==> src/sv/lmxi_pkg.sv <==
// lmxi_pkg: shared types and constants of the led matrix xy-to-index mapper
// no dependencies; used by every other file of the block
package lmxi_pkg;

  localparam int unsigned POS_W      = 8;
  localparam int unsigned DIM_W      = 8;
  localparam int unsigned INDEX_W    = 16;
  localparam int unsigned CFG_DATA_W = 8;
  localparam int unsigned CFG_IDX_W  = 3;
  localparam int unsigned ROT_W      = 3;

  // rotation flag bit positions, applied in this order
  localparam int unsigned ROT_90_BIT  = 0;
  localparam int unsigned ROT_180_BIT = 1;
  localparam int unsigned ROT_270_BIT = 2;

  localparam logic [DIM_W-1:0] PHYS_WIDTH_RST  = 8'd16;
  localparam logic [DIM_W-1:0] PHYS_HEIGHT_RST = 8'd16;

  typedef enum logic [CFG_IDX_W-1:0] {
    REG_PHYS_WIDTH      = 3'd0,
    REG_PHYS_HEIGHT     = 3'd1,
    REG_ROTATION_FLAGS  = 3'd2,
    REG_FLIP_HORIZONTAL = 3'd3,
    REG_FLIP_VERTICAL   = 3'd4,
    REG_COLUMN_MAJOR    = 3'd5,
    REG_STRAIGHT_ROWS   = 3'd6
  } cfg_reg_e;

  typedef struct packed {
    logic [DIM_W-1:0] phys_width;
    logic [DIM_W-1:0] phys_height;
    logic [ROT_W-1:0] rotation_flags;
    logic             flip_horizontal;
    logic             flip_vertical;
    logic             column_major;
    logic             straight_rows;
  } cfg_t;

  typedef struct packed {
    logic [POS_W-1:0] pos_x;
    logic [POS_W-1:0] pos_y;
  } pos_t;

  // after range check and rotation
  typedef struct packed {
    logic             outside;
    logic [POS_W-1:0] x;
    logic [POS_W-1:0] y;
  } rot_t;

  // operands of the final multiply-add: index = mult_a * mult_b + addend
  typedef struct packed {
    logic               outside;
    logic [INDEX_W-1:0] mult_a;
    logic [DIM_W-1:0]   mult_b;
    logic [INDEX_W-1:0] addend;
  } lay_t;

  typedef struct packed {
    logic               outside;
    logic [INDEX_W-1:0] led_index;
  } res_t;

endpackage

==> src/sv/lmxi_in_if.sv <==
// lmxi_in_if: valid/ready channel that carries one coordinate word
// depends on lmxi_pkg
interface lmxi_in_if import lmxi_pkg::*; ();
  logic             valid;
  logic             ready;
  logic [POS_W-1:0] pos_x;
  logic [POS_W-1:0] pos_y;

  modport source (output valid, output pos_x, output pos_y, input ready);
  modport sink   (input valid, input pos_x, input pos_y, output ready);
endinterface

==> src/sv/lmxi_out_if.sv <==
// lmxi_out_if: valid/ready channel that carries one strip index word
// depends on lmxi_pkg
interface lmxi_out_if import lmxi_pkg::*; ();
  logic               valid;
  logic               ready;
  logic [INDEX_W-1:0] led_index;
  logic               outside;

  modport source (output valid, output led_index, output outside, input ready);
  modport sink   (input valid, input led_index, input outside, output ready);
endinterface

==> src/sv/lmxi_rotate.sv <==
// lmxi_rotate: first pipeline stage, visual range check and rotation
// depends on lmxi_pkg
module lmxi_rotate import lmxi_pkg::*; (
  input  logic clk_i,
  input  logic rst_ni,
  input  cfg_t cfg_i,
  input  logic valid_i,
  output logic ready_o,
  input  pos_t pos_i,
  output logic valid_o,
  input  logic ready_i,
  output rot_t rot_o
);

  logic             valid_q;
  rot_t             rot_d, rot_q;
  logic             swap_dims;
  logic [DIM_W-1:0] vis_w, vis_h;
  logic [POS_W-1:0] x, y, t;

  always_comb begin
    swap_dims = cfg_i.rotation_flags[ROT_90_BIT] | cfg_i.rotation_flags[ROT_270_BIT];
    vis_w = swap_dims ? cfg_i.phys_height : cfg_i.phys_width;
    vis_h = swap_dims ? cfg_i.phys_width : cfg_i.phys_height;
    x = pos_i.pos_x;
    y = pos_i.pos_y;
    t = '0;
    // each step wraps to 8 bits
    if (cfg_i.rotation_flags[ROT_90_BIT]) begin
      t = x;
      x = cfg_i.phys_width - 8'd1 - y;
      y = t;
    end
    if (cfg_i.rotation_flags[ROT_180_BIT]) begin
      x = cfg_i.phys_width - 8'd1 - x;
      y = cfg_i.phys_height - 8'd1 - y;
    end
    if (cfg_i.rotation_flags[ROT_270_BIT]) begin
      t = x;
      x = y;
      y = cfg_i.phys_height - 8'd1 - t;
    end
    rot_d.outside = (pos_i.pos_x >= vis_w) || (pos_i.pos_y >= vis_h);
    rot_d.x = x;
    rot_d.y = y;
  end

  assign ready_o = !valid_q || ready_i;

  always_ff @(posedge clk_i or negedge rst_ni) begin
    if (!rst_ni) begin
      valid_q <= 1'b0;
    end else if (ready_o) begin
      valid_q <= valid_i;
    end
  end

  always_ff @(posedge clk_i) begin
    if (ready_o && valid_i) begin
      rot_q <= rot_d;
    end
  end

  assign valid_o = valid_q;
  assign rot_o   = rot_q;

endmodule

==> src/sv/lmxi_layout.sv <==
// lmxi_layout: second pipeline stage, mirrors, axis swap and line direction
// depends on lmxi_pkg; produces the operands of the multiply-add
module lmxi_layout import lmxi_pkg::*; (
  input  logic clk_i,
  input  logic rst_ni,
  input  cfg_t cfg_i,
  input  logic valid_i,
  output logic ready_o,
  input  rot_t rot_i,
  output logic valid_o,
  input  logic ready_i,
  output lay_t lay_o
);

  logic               valid_q;
  lay_t               lay_d, lay_q;
  logic [INDEX_W-1:0] minor, major, t;
  logic [DIM_W-1:0]   scale;

  always_comb begin
    minor = {{(INDEX_W-POS_W){1'b0}}, rot_i.x};
    major = {{(INDEX_W-POS_W){1'b0}}, rot_i.y};
    t     = '0;
    if (cfg_i.flip_horizontal) begin
      minor = {{(INDEX_W-DIM_W){1'b0}}, cfg_i.phys_width} - 16'd1 - minor;
    end
    if (cfg_i.flip_vertical) begin
      major = {{(INDEX_W-DIM_W){1'b0}}, cfg_i.phys_height} - 16'd1 - major;
    end
    if (cfg_i.column_major) begin
      t     = major;
      major = minor;
      minor = t;
      scale = cfg_i.phys_height;
    end else begin
      scale = cfg_i.phys_width;
    end
    lay_d.outside = rot_i.outside;
    lay_d.mult_b  = scale;
    if (cfg_i.straight_rows || !major[0]) begin
      lay_d.mult_a = major;
      lay_d.addend = minor;
    end else begin
      // reversed line: (major + 1) * scale - 1 - minor
      lay_d.mult_a = major + 16'd1;
      lay_d.addend = ~minor;
    end
    // outside: width times height through the same multiply-add
    if (rot_i.outside) begin
      lay_d.mult_a = {{(INDEX_W-DIM_W){1'b0}}, cfg_i.phys_width};
      lay_d.mult_b = cfg_i.phys_height;
      lay_d.addend = '0;
    end
  end

  assign ready_o = !valid_q || ready_i;

  always_ff @(posedge clk_i or negedge rst_ni) begin
    if (!rst_ni) begin
      valid_q <= 1'b0;
    end else if (ready_o) begin
      valid_q <= valid_i;
    end
  end

  always_ff @(posedge clk_i) begin
    if (ready_o && valid_i) begin
      lay_q <= lay_d;
    end
  end

  assign valid_o = valid_q;
  assign lay_o   = lay_q;

endmodule

==> src/sv/lmxi_index.sv <==
// lmxi_index: third and fourth pipeline stages, multiply then add
// depends on lmxi_pkg; the fourth stage is the output register
module lmxi_index import lmxi_pkg::*; (
  input  logic clk_i,
  input  logic rst_ni,
  input  logic valid_i,
  output logic ready_o,
  input  lay_t lay_i,
  output logic valid_o,
  input  logic ready_i,
  output res_t res_o
);

  logic                     mul_valid_q, res_valid_q;
  logic                     mul_ready, res_ready;
  logic [INDEX_W+DIM_W-1:0] prod_full;
  logic [INDEX_W-1:0]       prod_q, addend_q;
  logic                     outside_q;
  res_t                     res_d, res_q;

  assign prod_full = lay_i.mult_a * lay_i.mult_b;

  assign res_ready = !res_valid_q || ready_i;
  assign mul_ready = !mul_valid_q || res_ready;
  assign ready_o   = mul_ready;

  always_ff @(posedge clk_i or negedge rst_ni) begin
    if (!rst_ni) begin
      mul_valid_q <= 1'b0;
      res_valid_q <= 1'b0;
    end else begin
      if (mul_ready) begin
        mul_valid_q <= valid_i;
      end
      if (res_ready) begin
        res_valid_q <= mul_valid_q;
      end
    end
  end

  always_ff @(posedge clk_i) begin
    if (mul_ready && valid_i) begin
      prod_q    <= prod_full[INDEX_W-1:0];
      addend_q  <= lay_i.addend;
      outside_q <= lay_i.outside;
    end
  end

  assign res_d.outside   = outside_q;
  assign res_d.led_index = prod_q + addend_q;

  always_ff @(posedge clk_i) begin
    if (res_ready && mul_valid_q) begin
      res_q <= res_d;
    end
  end

  assign valid_o = res_valid_q;
  assign res_o   = res_q;

endmodule

==> src/sv/led_matrix_xy_to_index_top.sv <==
// Maps a visual (x, y) pixel coordinate to the strip index of an LED in a
// serpentine or straight matrix. One coordinate word is taken every clock
// unless the output stalls; its index word is built in the stages of range
// check and rotation, mirrors and layout, multiply and add. Each stage has its
// own valid bit, so a stall on the output holds the pipeline without losing a
// word and bubbles are filled. The seven layout registers are written through
// the cfg port and are to be changed only while no word is in flight.
module led_matrix_xy_to_index_top import lmxi_pkg::*; (
  input  logic                  clk_i,
  input  logic                  rst_ni,
  input  logic                  cfg_we_i,
  input  logic [CFG_IDX_W-1:0]  cfg_idx_i,
  input  logic [CFG_DATA_W-1:0] cfg_data_i,
  lmxi_in_if.sink               in_i,
  lmxi_out_if.source            out_o
);

  cfg_t cfg_q;
  pos_t pos;
  logic rot_valid, rot_ready;
  rot_t rot;
  logic lay_valid, lay_ready;
  lay_t lay;
  res_t res;

  always_ff @(posedge clk_i or negedge rst_ni) begin
    if (!rst_ni) begin
      cfg_q.phys_width      <= PHYS_WIDTH_RST;
      cfg_q.phys_height     <= PHYS_HEIGHT_RST;
      cfg_q.rotation_flags  <= '0;
      cfg_q.flip_horizontal <= 1'b0;
      cfg_q.flip_vertical   <= 1'b0;
      cfg_q.column_major    <= 1'b0;
      cfg_q.straight_rows   <= 1'b0;
    end else if (cfg_we_i) begin
      case (cfg_idx_i)
        REG_PHYS_WIDTH:      cfg_q.phys_width      <= cfg_data_i[DIM_W-1:0];
        REG_PHYS_HEIGHT:     cfg_q.phys_height     <= cfg_data_i[DIM_W-1:0];
        REG_ROTATION_FLAGS:  cfg_q.rotation_flags  <= cfg_data_i[ROT_W-1:0];
        REG_FLIP_HORIZONTAL: cfg_q.flip_horizontal <= cfg_data_i[0];
        REG_FLIP_VERTICAL:   cfg_q.flip_vertical   <= cfg_data_i[0];
        REG_COLUMN_MAJOR:    cfg_q.column_major    <= cfg_data_i[0];
        REG_STRAIGHT_ROWS:   cfg_q.straight_rows   <= cfg_data_i[0];
        default: ;
      endcase
    end
  end

  assign pos.pos_x = in_i.pos_x;
  assign pos.pos_y = in_i.pos_y;

  lmxi_rotate u_rotate (
    .clk_i   (clk_i),
    .rst_ni  (rst_ni),
    .cfg_i   (cfg_q),
    .valid_i (in_i.valid),
    .ready_o (in_i.ready),
    .pos_i   (pos),
    .valid_o (rot_valid),
    .ready_i (rot_ready),
    .rot_o   (rot)
  );

  lmxi_layout u_layout (
    .clk_i   (clk_i),
    .rst_ni  (rst_ni),
    .cfg_i   (cfg_q),
    .valid_i (rot_valid),
    .ready_o (rot_ready),
    .rot_i   (rot),
    .valid_o (lay_valid),
    .ready_i (lay_ready),
    .lay_o   (lay)
  );

  lmxi_index u_index (
    .clk_i   (clk_i),
    .rst_ni  (rst_ni),
    .valid_i (lay_valid),
    .ready_o (lay_ready),
    .lay_i   (lay),
    .valid_o (out_o.valid),
    .ready_i (out_o.ready),
    .res_o   (res)
  );

  assign out_o.led_index = res.led_index;
  assign out_o.outside   = res.outside;

endmodule

==> src/flat_wrapper.sv <==
// flat-port wrapper written by rule: the top's interface ports become plain ports
module led_matrix_xy_to_index_top_flat import lmxi_pkg::*;
  (clk_i, rst_ni, cfg_we_i, cfg_idx_i, cfg_data_i, in_i_valid, in_i_pos_x, in_i_pos_y, in_i_ready, out_o_valid, out_o_led_index, out_o_outside, out_o_ready);
  lmxi_in_if in_i_i ();
  lmxi_out_if out_o_i ();
  input  logic clk_i;
  input  logic rst_ni;
  input  logic cfg_we_i;
  input  logic [CFG_IDX_W-1:0] cfg_idx_i;
  input  logic [CFG_DATA_W-1:0] cfg_data_i;
  input wire logic [$bits(in_i_i.valid)-1:0] in_i_valid;
  input wire logic [$bits(in_i_i.pos_x)-1:0] in_i_pos_x;
  input wire logic [$bits(in_i_i.pos_y)-1:0] in_i_pos_y;
  output wire logic [$bits(in_i_i.ready)-1:0] in_i_ready;
  output wire logic [$bits(out_o_i.valid)-1:0] out_o_valid;
  output wire logic [$bits(out_o_i.led_index)-1:0] out_o_led_index;
  output wire logic [$bits(out_o_i.outside)-1:0] out_o_outside;
  input wire logic [$bits(out_o_i.ready)-1:0] out_o_ready;
  assign in_i_i.valid = in_i_valid;
  assign in_i_i.pos_x = in_i_pos_x;
  assign in_i_i.pos_y = in_i_pos_y;
  assign in_i_ready = in_i_i.ready;
  assign out_o_valid = out_o_i.valid;
  assign out_o_led_index = out_o_i.led_index;
  assign out_o_outside = out_o_i.outside;
  assign out_o_i.ready = out_o_ready;
  led_matrix_xy_to_index_top u_core (.clk_i(clk_i), .rst_ni(rst_ni), .cfg_we_i(cfg_we_i), .cfg_idx_i(cfg_idx_i), .cfg_data_i(cfg_data_i), .in_i(in_i_i), .out_o(out_o_i));
endmodule
==> config.mk <==
export PLATFORM = sky130hd
export DESIGN_NAME = led_matrix_xy_to_index_top_flat
export DESIGN_NICKNAME = d
export VERILOG_FILES = /design/src/sv/lmxi_pkg.sv /design/src/sv/lmxi_in_if.sv /design/src/sv/lmxi_out_if.sv /design/src/sv/lmxi_rotate.sv /design/src/sv/lmxi_layout.sv /design/src/sv/lmxi_index.sv /design/src/sv/led_matrix_xy_to_index_top.sv /design/src/flat_wrapper.sv
export SDC_FILE = /design/constraint.sdc
export NUM_CORES = 1
export LEC_CHECK = 0
export ABC_AREA = 1
export ABC_CLOCK_PERIOD_IN_PS = 3700
export BUFFER_PORTS_ARGS = -buffer_cell sky130_fd_sc_hd__buf_4
export CORE_MARGIN = 4
export CORE_UTILIZATION = 45
export DETAILED_ROUTE_END_ITERATION = 7
export PLACE_DENSITY = 0.6
export SYNTH_ARGS = -nofsm -noshare
export SYNTH_HDL_FRONTEND = slang
export SYNTH_HIERARCHICAL = 1
export SYNTH_SLANG_ARGS = --single-unit
==> constraint.sdc <==
create_clock -name clk_i -period 3.7 [get_ports clk_i]
set_input_delay 0.37 -clock clk_i [delete_from_list [all_inputs] [get_ports clk_i]]
set_output_delay 0.37 -clock clk_i [all_outputs]
set_load 0.05 [all_outputs]
== Word-level counts from Yosys, hierarchy flattened ==
Cells that the tools add are included.
Storage, ports and cells
  output and inout port bits: 19
  bits in registers: 135
Operators by class
  bitwise operators: 2
  multiply operators: 1
  equality and inequality tests: 6
  add/subtract/negate cells: 12
  magnitude comparators: 2
  muxes and demuxes: 16
  reduce and logical (&&, ||, !) cells: 23
Operators with widths (count)
  16-bit 2-to-1 mux: 6
  8-bit 2-to-1 mux: 9
  32-bit 2-to-1 mux: 1
  8-bit subtractor: 4
  8-bit by 1-bit subtractor with 9-bit output (second input constant): 2
  16-bit by 1-bit adder with 16-bit output (second input constant): 1
  16-bit adder: 1
  8-bit greater-or-equal comparator: 2
  16-bit by 8-bit multiplier with 16-bit output: 1
  16-bit NOT: 1
  16-bit by 8-bit subtractor with 16-bit output: 1
  8-bit by 1-bit subtractor with 8-bit output (second input constant): 2
  2-bit AND reduction: 7
  9-bit by 9-bit subtractor with 10-bit output: 1
  3-bit equality test (second input constant): 3
  3-bit by 2-bit equality test with 1-bit output (second input constant): 2
  1-bit logical OR: 6
  1-bit logical NOT: 5
  1-bit logical AND: 4
  3-bit by 1-bit equality test with 1-bit output (second input constant): 1
  3-bit logical NOT: 1
  1-bit bitwise OR: 1

== Logic depth before layout (Yosys ltp) ==
Gate-level depths: netlist of the first run.
  depth in word-level cells: 8
  gate-level depth with buffers: 29

== Hierarchy ==
Netlist of the first run, hierarchy kept.
By module, submodules not included
  lmxi_index: times used 1, cells each 662, area an instance 5489.0 µm²
  lmxi_layout: times used 1, cells each 496, area an instance 3385.7 µm²
  lmxi_rotate: times used 1, cells each 456, area an instance 3034.2 µm²
  led_matrix_xy_to_index_top: times used 1, cells each 114, area an instance 965.9 µm²

== Worst setup path after synthesis of the first run ==
Ideal clock, no wire load.
  path type: register to register
  start point: register u_core/cfg_q[15] in the netlist's numbering
  end point: register u_core.u_rotate.rot_q (netlist bit u_core/u_rotate/rot_o[7]) (data pin)
  stages on the path, launching flop included: 29
  setup slack: -0.355 ns
  library setup time: 0.252 ns
  period minus slack after synthesis: 4.055 ns
  arrival time: 3.802 ns
  path through: dfrtp_1 -> inv_1 -> ha_1 -> xor2_1 -> ha_1 -> a21oi_1 -> nand2_1 -> xor2_1 -> o21ai_0 -> ha_1 -> a21oi_1 -> nand2_1 -> nand2_1 -> nand2_1 -> a21oi_1 -> xor2_1 -> nand2_1 -> nand2_1 -> ha_1 -> a21oi_1 -> o31ai_1 -> a21oi_1 -> inv_1 -> nand2_1 -> nand2_1 -> nand3_1 -> nand2_1 -> nand2_1 -> nand2_1
RTL lines
  start, declared: RTL line led_matrix_xy_to_index_top.sv:18  | cfg_t cfg_q;
  end signal, assigned: RTL line lmxi_rotate.sv:60  | rot_q <= rot_d;
  end, declared: RTL line lmxi_rotate.sv:16  | rot_t rot_d, rot_q;

==> metrics.md, run 1 <==
| Metric | Value |
|---|---|
| Vias | `between 10,000 and 15,000` |
| Crit Path Class | `reg2reg` |
| Ys Warns | `6` |
| Synth-to-Final Area Change | `24.6%` |
| Initial antenna violation count | `0` |
| Final Critical Period | `~4 ns` |
| Number of flops mapped to enable cells by yosys | `about 100` |
| GP Congestion | `between 0.9 and 1` |
| HP Class | `in2reg` |
| Max Freq | `~0.25 GHz` |
| Worst path bufs/invs | `2` |
| Total Wirelength | `35.3 mm` |
| Die Area | `31,400 µm²` |
| Simple-Gate Fraction of Synth Area | `0.262` |
| Gr usage total | `0.229` |
| Synthesized area | `around 13,000 µm²` |
| Cell count along the critical path | `28` |
| Ports | `51` |
| First-pass GRT wire length | `57.4 mm` |
| Post-synth cell types | `slightly below 50` |
| Die height | `~180 µm` |
| Worst Hold Depth | `3` |
| Worst-path clk slew | `roughly 0.07 ns` |
| Adder-Cell Fraction of Synth Area | `0.205` |
| Core area | `~28,000 µm²` |
| CP endpoint kind | `register` |
| Most common cell on crit path | `nand2_1` |
| Slowest stage delay, CP | `0.42 ns` |
| Port Buffers | `50` |
| Final period util | `1.09` |
| Post-synth ARST share | `0.209` |
| Antenna Cells | `0` |
| Root Driver | `clkbuf_16` |
| Failing checks | `setup timing` |
| Critical path launch point type | `register` |
| Endpoints failing hold | `0` |
| Post-synthesis net count | `about 1,900` |
| Chip width | `around 180 µm` |
| Vias per cell | `between 5 and 6` |
| CTS tree | `yes` |
| Final setup fails | `12` |
| Initial drt markers | `~540` |
| RSZ-0062 raised after global routing | `true` |
| Yosys reg bits | `129` |
| Drt pass-1 iters | `5` |
| Normalized max-slew margin | `0.280` |
| Initial core utilization | `0.460` |
| CTS Buf Count | `17` |
| Final WS setup | `-0.321 ns` |
| CTS sink count | `roughly 130` |
| Post-DR wirelength/cell | `between 15 and 20 µm` |
| Complex-gate fraction of the synthesized area | `0.0839` |
| Post-Synth XOR/XNOR Area | `0.0388` |
| Worst path required time | `between 3 and 4 ns` |
| Status | `complete, but fails checks` |
| Number of global-route vias before repair | `11,549` |
| Slew Limit Fails | `0` |
| Fraction of layout cells with a size suffix above 1 | `0.211` |
| Combinational family with the most area after synthesis | `simple AND/OR/NAND/NOR gates` |
| Register area share after synthesis | `0.291` |
| Post-DP HPWL | `roughly 28 mm` |
| Clk buf depth | `2` |
| Worst-Skew Late Latency | `approximately 0.42 ns` |
| Gr ovfl total | `0` |
| Post-layout net count | `2,105` |
| H-tree depth | `4` |
| Final core utilization | `0.573` |
| Commonest non-fill, non-tap cell in the layout | `nand2_1` |
| Worst path arrival time | `between 4 and 5 ns` |
| Post-Syn Instances | `roughly 1,700` |
| Worst Max-Slew Pin Slew | `about 1.1 ns` |
| Post-Syn Area per Cell | `approximately 7.5 µm²` |
| Post-DRT Antenna Nets | `0` |
| Std-Cell Rows | `61` |
| Crit-path max FO | `4` |
| Synth Flop Type | `edfxtp_1` |
| Most frequent cells in the layout | `nand2_1, inv_1, buf_4` |
| Proportion of synthesized area in mux cells | `0.00155` |
| Clock Skew | `~0.014 ns` |
| Largest net degree at the start of global routing | `36` |
| Worst R2R Path Depth | `28` |
| CP max-delay cell | `dfrtp_2` |
| Cell family with most CP delay | `compound AO/OA/AOI/OAI gates` |
| Remaining DRCs | `0` |
| Maximum Capacitance Violations | `0` |
per-layer routing:
metal  global-route usage  up-vias  wire length [µm]
met5                    0        -                 0
met4               0.0916        0              1410
met3               0.0273       76              1170
met2                0.416      259             17900
met1                0.277     5308             14800
li1                     -     5839                 -
sequential cells by signal (all words and copies together), names as in the netlist, 16 cells and up:
signal and cells:
u_core/u_layout/lay_o 35, u_core/cfg_q 23, u_core/u_index/res_o 17, u_core/u_rotate/rot_o 17, u_core/u_index/addend_q 16, u_core/u_index/prod_q 16
cells in the mapped netlist (12+ instances only):
master | n | share of area
a21oi_1 | 75 | 0.029
inv_1 | 324 | 0.094
xor2_1 | 47 | 0.032
clkbuf_1 | 24 | 0.0070
nand4_1 | 12 | 0.0058
buf_4 | 13 | 0.0076
dfrtp_1 | 25 | 0.049
nor2_1 | 80 | 0.023
ha_1 | 104 | 0.10
nand3_1 | 164 | 0.064
edfxtp_1 | 102 | 0.24
o21ai_0 | 86 | 0.033
nand2_1 | 486 | 0.14
fa_1 | 67 | 0.10
cell families (layout without fill, tap and decap cells):
logic type / count (synthesis) / after routing
buffers and inverters: 382 / 569
DFF: 129 / 129
AOI/OAI and AO/OA: 200 / 200
adders and majority gates: 171 / 171
and+or+nand+nor: 787 / 787
muxes: 2 / 2
xor gates and xnor gates: 57 / 57
metrics by stage:
step / area [µm²] / setup TNS, ns / setup WS, ns / hold WS [ns] / cells
3_3_place_gp: 14700 / -2.85 / -0.488 / 0.328 / 2234
2_1_floorplan: 13100 / -0.450 / -0.163 / 0.0744 / 1728
6_report: 16000 / -2.31 / -0.321 / 0.160 / 2293
3_5_place_dp: 14700 / -3.64 / -0.528 / 0.326 / 2234
4_1_cts: 15900 / -1.93 / -0.278 / 0.144 / 2287
5_1_grt: 16000 / -4.34 / -0.616 / 0.148 / 2293
repair_timing:
item,CTS,global route
buffers inserted,20,5
hold buffers,1,0
endpoints found under the setup margin,16,20
pin swaps,59,28
cloned,0,1
resized for setup,83,41
hold endpoints to repair,25,0
worst register-to-register path: cells and delay by family (launching register included):
family / cells / cell delay (ns)
AND/OR/NAND/NOR: 12 / 0.80
AO/OA/AOI/OAI: 7 / 1.01
adder cells (fa/ha/maj): 4 / 0.88
flip-flops: 1 / 0.42
XOR/XNOR: 3 / 0.53
buffers and inverters: 2 / 0.14
path summary, 6_finish.rpt:
| kind | startpoint | endpoint | slack [ns] |
|---|---|---|---|
| min in group asynchronous | rst_ni | u_core/cfg_q[21] | 0.42 |
| max in group asynchronous | rst_ni | u_core/cfg_q[11] | 2.96 |
| min reg2reg | u_core/u_layout/lay_o[1] | u_core/u_index/addend_q[1] | 0.41 |
| max reg2reg | u_core/cfg_q[15] | u_core/u_rotate/rot_o[7] | -0.32 |
| max | u_core/cfg_q[15] | u_core/u_rotate/rot_o[7] | -0.32 |
| min | in_i_valid | u_core/u_rotate/valid_o | 0.16 |
cell type report:
| class | count | area (µm²) |
|---|---|---|
| Clock inverter | 13 | 154 |
| Sequential cell | 129 | 3740 |
| Timing Repair Buffer | 206 | 1630 |
| Multi-Input combinational cell | 1217 | 8370 |
| Clock buffer | 19 | 433 |
| Fill cell | 2701 | 12000 |
| Inverter | 331 | 1240 |
| Tap cell | 378 | 473 |
Power of run 1 is not shown: default switching activity piles up to over one toggle a cycle in this logic, so the estimate is an artifact.
==> inputs of run 2 (changes only) <==
- CORE_MARGIN: 4 -> 2
==> run 2 against run 1 <==
- the run still ends with setup timing left
- clock skew rose by 0.0019 ns
- global-route usage rose by 0.99 points
- critical path depth fell by 9
- critical endpoint is now u_core/u_index/prod_q[12]
- highest routed layer unchanged
==> metrics.md, run 2 (synthesis results as in run 1) <==
| Metric | Value |
|---|---|
| Critical path launch point type | `register` |
| CTS sink count | `around 130` |
| CP endpoint kind | `register` |
| Commonest non-fill, non-tap cell in the layout | `nand2_1` |
| RSZ-0062 raised after global routing | `true` |
| Total Wirelength | `about 35 mm` |
| Crit-path max FO | `6` |
| Worst path required time | `3.87 ns` |
| Worst path arrival time | `4.16 ns` |
| Initial antenna violation count | `0` |
| Gr ovfl total | `0` |
| Largest net degree at the start of global routing | `36` |
| CTS tree | `yes` |
| Worst-path clk slew | `approximately 0.07 ns` |
| FF/Latch Area | `around 3700 µm²` |
| Synth-to-Final Area Change | `23.8%` |
| Post-DP HPWL | `about 28 mm` |
| Drt pass-1 iters | `6` |
| Slew Limit Fails | `0` |
| Die Area | `30,000 µm²` |
| Remaining DRCs | `0` |
| Normalized max-slew margin | `0.249` |
| CTS Buf Count | `17` |
| Worst Max-Slew Pin Slew | `1.12 ns` |
| Post-DR wirelength/cell | `between 15 and 20 µm` |
| Antenna Cells | `0` |
| Std-Cell Rows | `between 60 and 70` |
| Fill cell count | `2,678` |
| Cells along the critical path | `buf_6 -> nand2_2 -> inv_1 -> fa_1 -> inv_2 -> fa_1 -> inv_1 -> fa_1 -> inv_1 -> fa_1 -> inv_2 -> ha_4 -> nand2_2 -> a21oi_2 -> nor2_1 -> nand2_2 -> nand3_1 -> nand2_1 -> xor2_1` |
| Maximum Capacitance Violations | `0` |
| Post-layout net count | `about 2,100` |
| Setup crit end | `u_core/u_index/prod_q[12]` |
| Die height | `between 150 and 200 µm` |
| Number of global-route vias before repair | `11,521` |
| CP max-delay cell | `fa_1` |
| Most common cell on crit path | `fa_1` |
| Failing checks | `setup timing` |
| Gr usage total | `0.239` |
| Worst-Skew Late Latency | `between 0.4 and 0.5 ns` |
| Fraction of layout cells with a size suffix above 1 | `0.211` |
| Ports | `between 50 and 60` |
| Slowest stage delay, CP | `about 0.51 ns` |
| Final core utilization | `0.569` |
| First-pass GRT wire length | `57.4 mm` |
| RR Endpoint | `u_core/u_index/prod_q[12]` |
| Clk buf depth | `2` |
| Final setup fails | `12` |
| Root Driver | `clkbuf_16` |
| Status | `complete, but fails checks` |
| Chip width | `roughly 170 µm` |
| CP Launch Point | `u_core/u_layout/lay_o[18]` |
| Most frequent cells in the layout | `nand2_1, inv_1, buf_4` |
| H-tree depth | `4` |
| R2R setup slack | `-0.29 ns` |
| Initial drt markers | `approximately 630` |
| HP Class | `in2reg` |
| Worst R2R Path Depth | `19` |
| Max reg flops | `35` |
| Reg2reg start | `u_core/u_layout/lay_o[18]` |
| Initial core utilization | `0.460` |
| Final period util | `1.08` |
| Final Critical Period | `between 3 and 4 ns` |
| Core area | `approximately 28,000 µm²` |
| GP Congestion | `around 0.92` |
| Final WS setup | `-0.294 ns` |
| Crit Path Class | `reg2reg` |
| Post-DRT Antenna Nets | `0` |
| Vias | `11,649` |
| Port Buffers | `50` |
| Clock Skew | `about 0.016 ns` |
| Endpoints failing hold | `0` |
| Vias per cell | `about 5` |
| Multi-input gate area | `between 8000 and 9000 µm²` |
| Max Freq | `between 0.2 and 0.3 GHz` |
[run 2: cell count changes in the layout (fill, tap and decap cells not counted), moves of 3 or more]
cell	previous run	this run
fa_1	64	61
inv_2	23	26
fa_2	3	6
a21oi_2	17	13
ha_1	80	84
inv_1	307	303
o21ai_2	12	7
a21oi_1	52	58
ha_4	24	19
[run 2: routing by layer]
| metal | vias up | routed length (µm) | track usage | part of all wire |
|---|---|---|---|---|
| li1 | 5853 | - | - | - |
| met1 | 5468 | 14900 | 0.290 | 0.42 |
| met2 | 268 | 18200 | 0.436 | 0.51 |
| met3 | 60 | 1220 | 0.0295 | 0.034 |
| met4 | 0 | 1110 | 0.0837 | 0.031 |
| met5 | - | 0 | 0 | 0 |
[run 2: worst max-delay path: cells and delay by family (launching register included)]
family                     cells  cell delay [ns]
buffers and inverters          6             0.43
and+or+nand+nor                6             0.39
DFF                            1             0.45
adders and majority gates      5             2.23
AOI/OAI and AO/OA              1             0.17
xor gates and xnor gates       1             0.07
[run 2: how the worst min path moves through the flow]
| stage | cells after the start | start | end | slack (ns) |
|---|---|---|---|---|
| finish | 3 | in_i_valid | u_core/u_rotate/valid_o | 0.16 |
| global route | 3 | in_i_valid | u_core/u_rotate/valid_o | 0.17 |
| floorplan | 0 | rst_ni | u_core/cfg_q[0] | 0.07 |
| detailed placement | 1 | rst_ni | u_core/cfg_q[20] | 0.33 |
| global placement | 1 | rst_ni | u_core/cfg_q[20] | 0.33 |
| CTS | 3 | in_i_valid | u_core/u_rotate/valid_o | 0.14 |
[run 2: metrics by stage]
step	hold WS, ns	cells	setup WS (ns)	area [µm²]	TNS [ns]
floorplan	0.0744	1728	-0.163	13100	-0.450
global placement	0.328	2230	-0.380	14700	-2.78
detailed placement	0.332	2230	-0.441	14700	-3.63
CTS	0.140	2275	-0.296	15500	-2.17
global route	0.166	2292	-0.567	15900	-4.33
finish	0.157	2292	-0.294	15900	-2.33
[run 2: cell type report]
| class | instances | share of cell area |
|---|---|---|
| sequential | 129 | 0.235 |
| inverter | 331 | 0.0781 |
| timing repair buffer | 206 | 0.102 |
| clock inverter | 14 | 0.00824 |
| multi-input combinational | 1217 | 0.521 |
| tap | 378 | 0.0297 |
| clock buffer | 17 | 0.0267 |
[run 2: what timing repair did]
item	4_1_cts	5_1_grt
gates cloned	0	1
resized for setup	50	76
endpoints found under the hold margin	25	0
pin swaps	34	53
hold buffers	1	0
endpoints found under the setup margin	15	29
setup buffers	13	17
Power of run 2 is left out for the same reason.
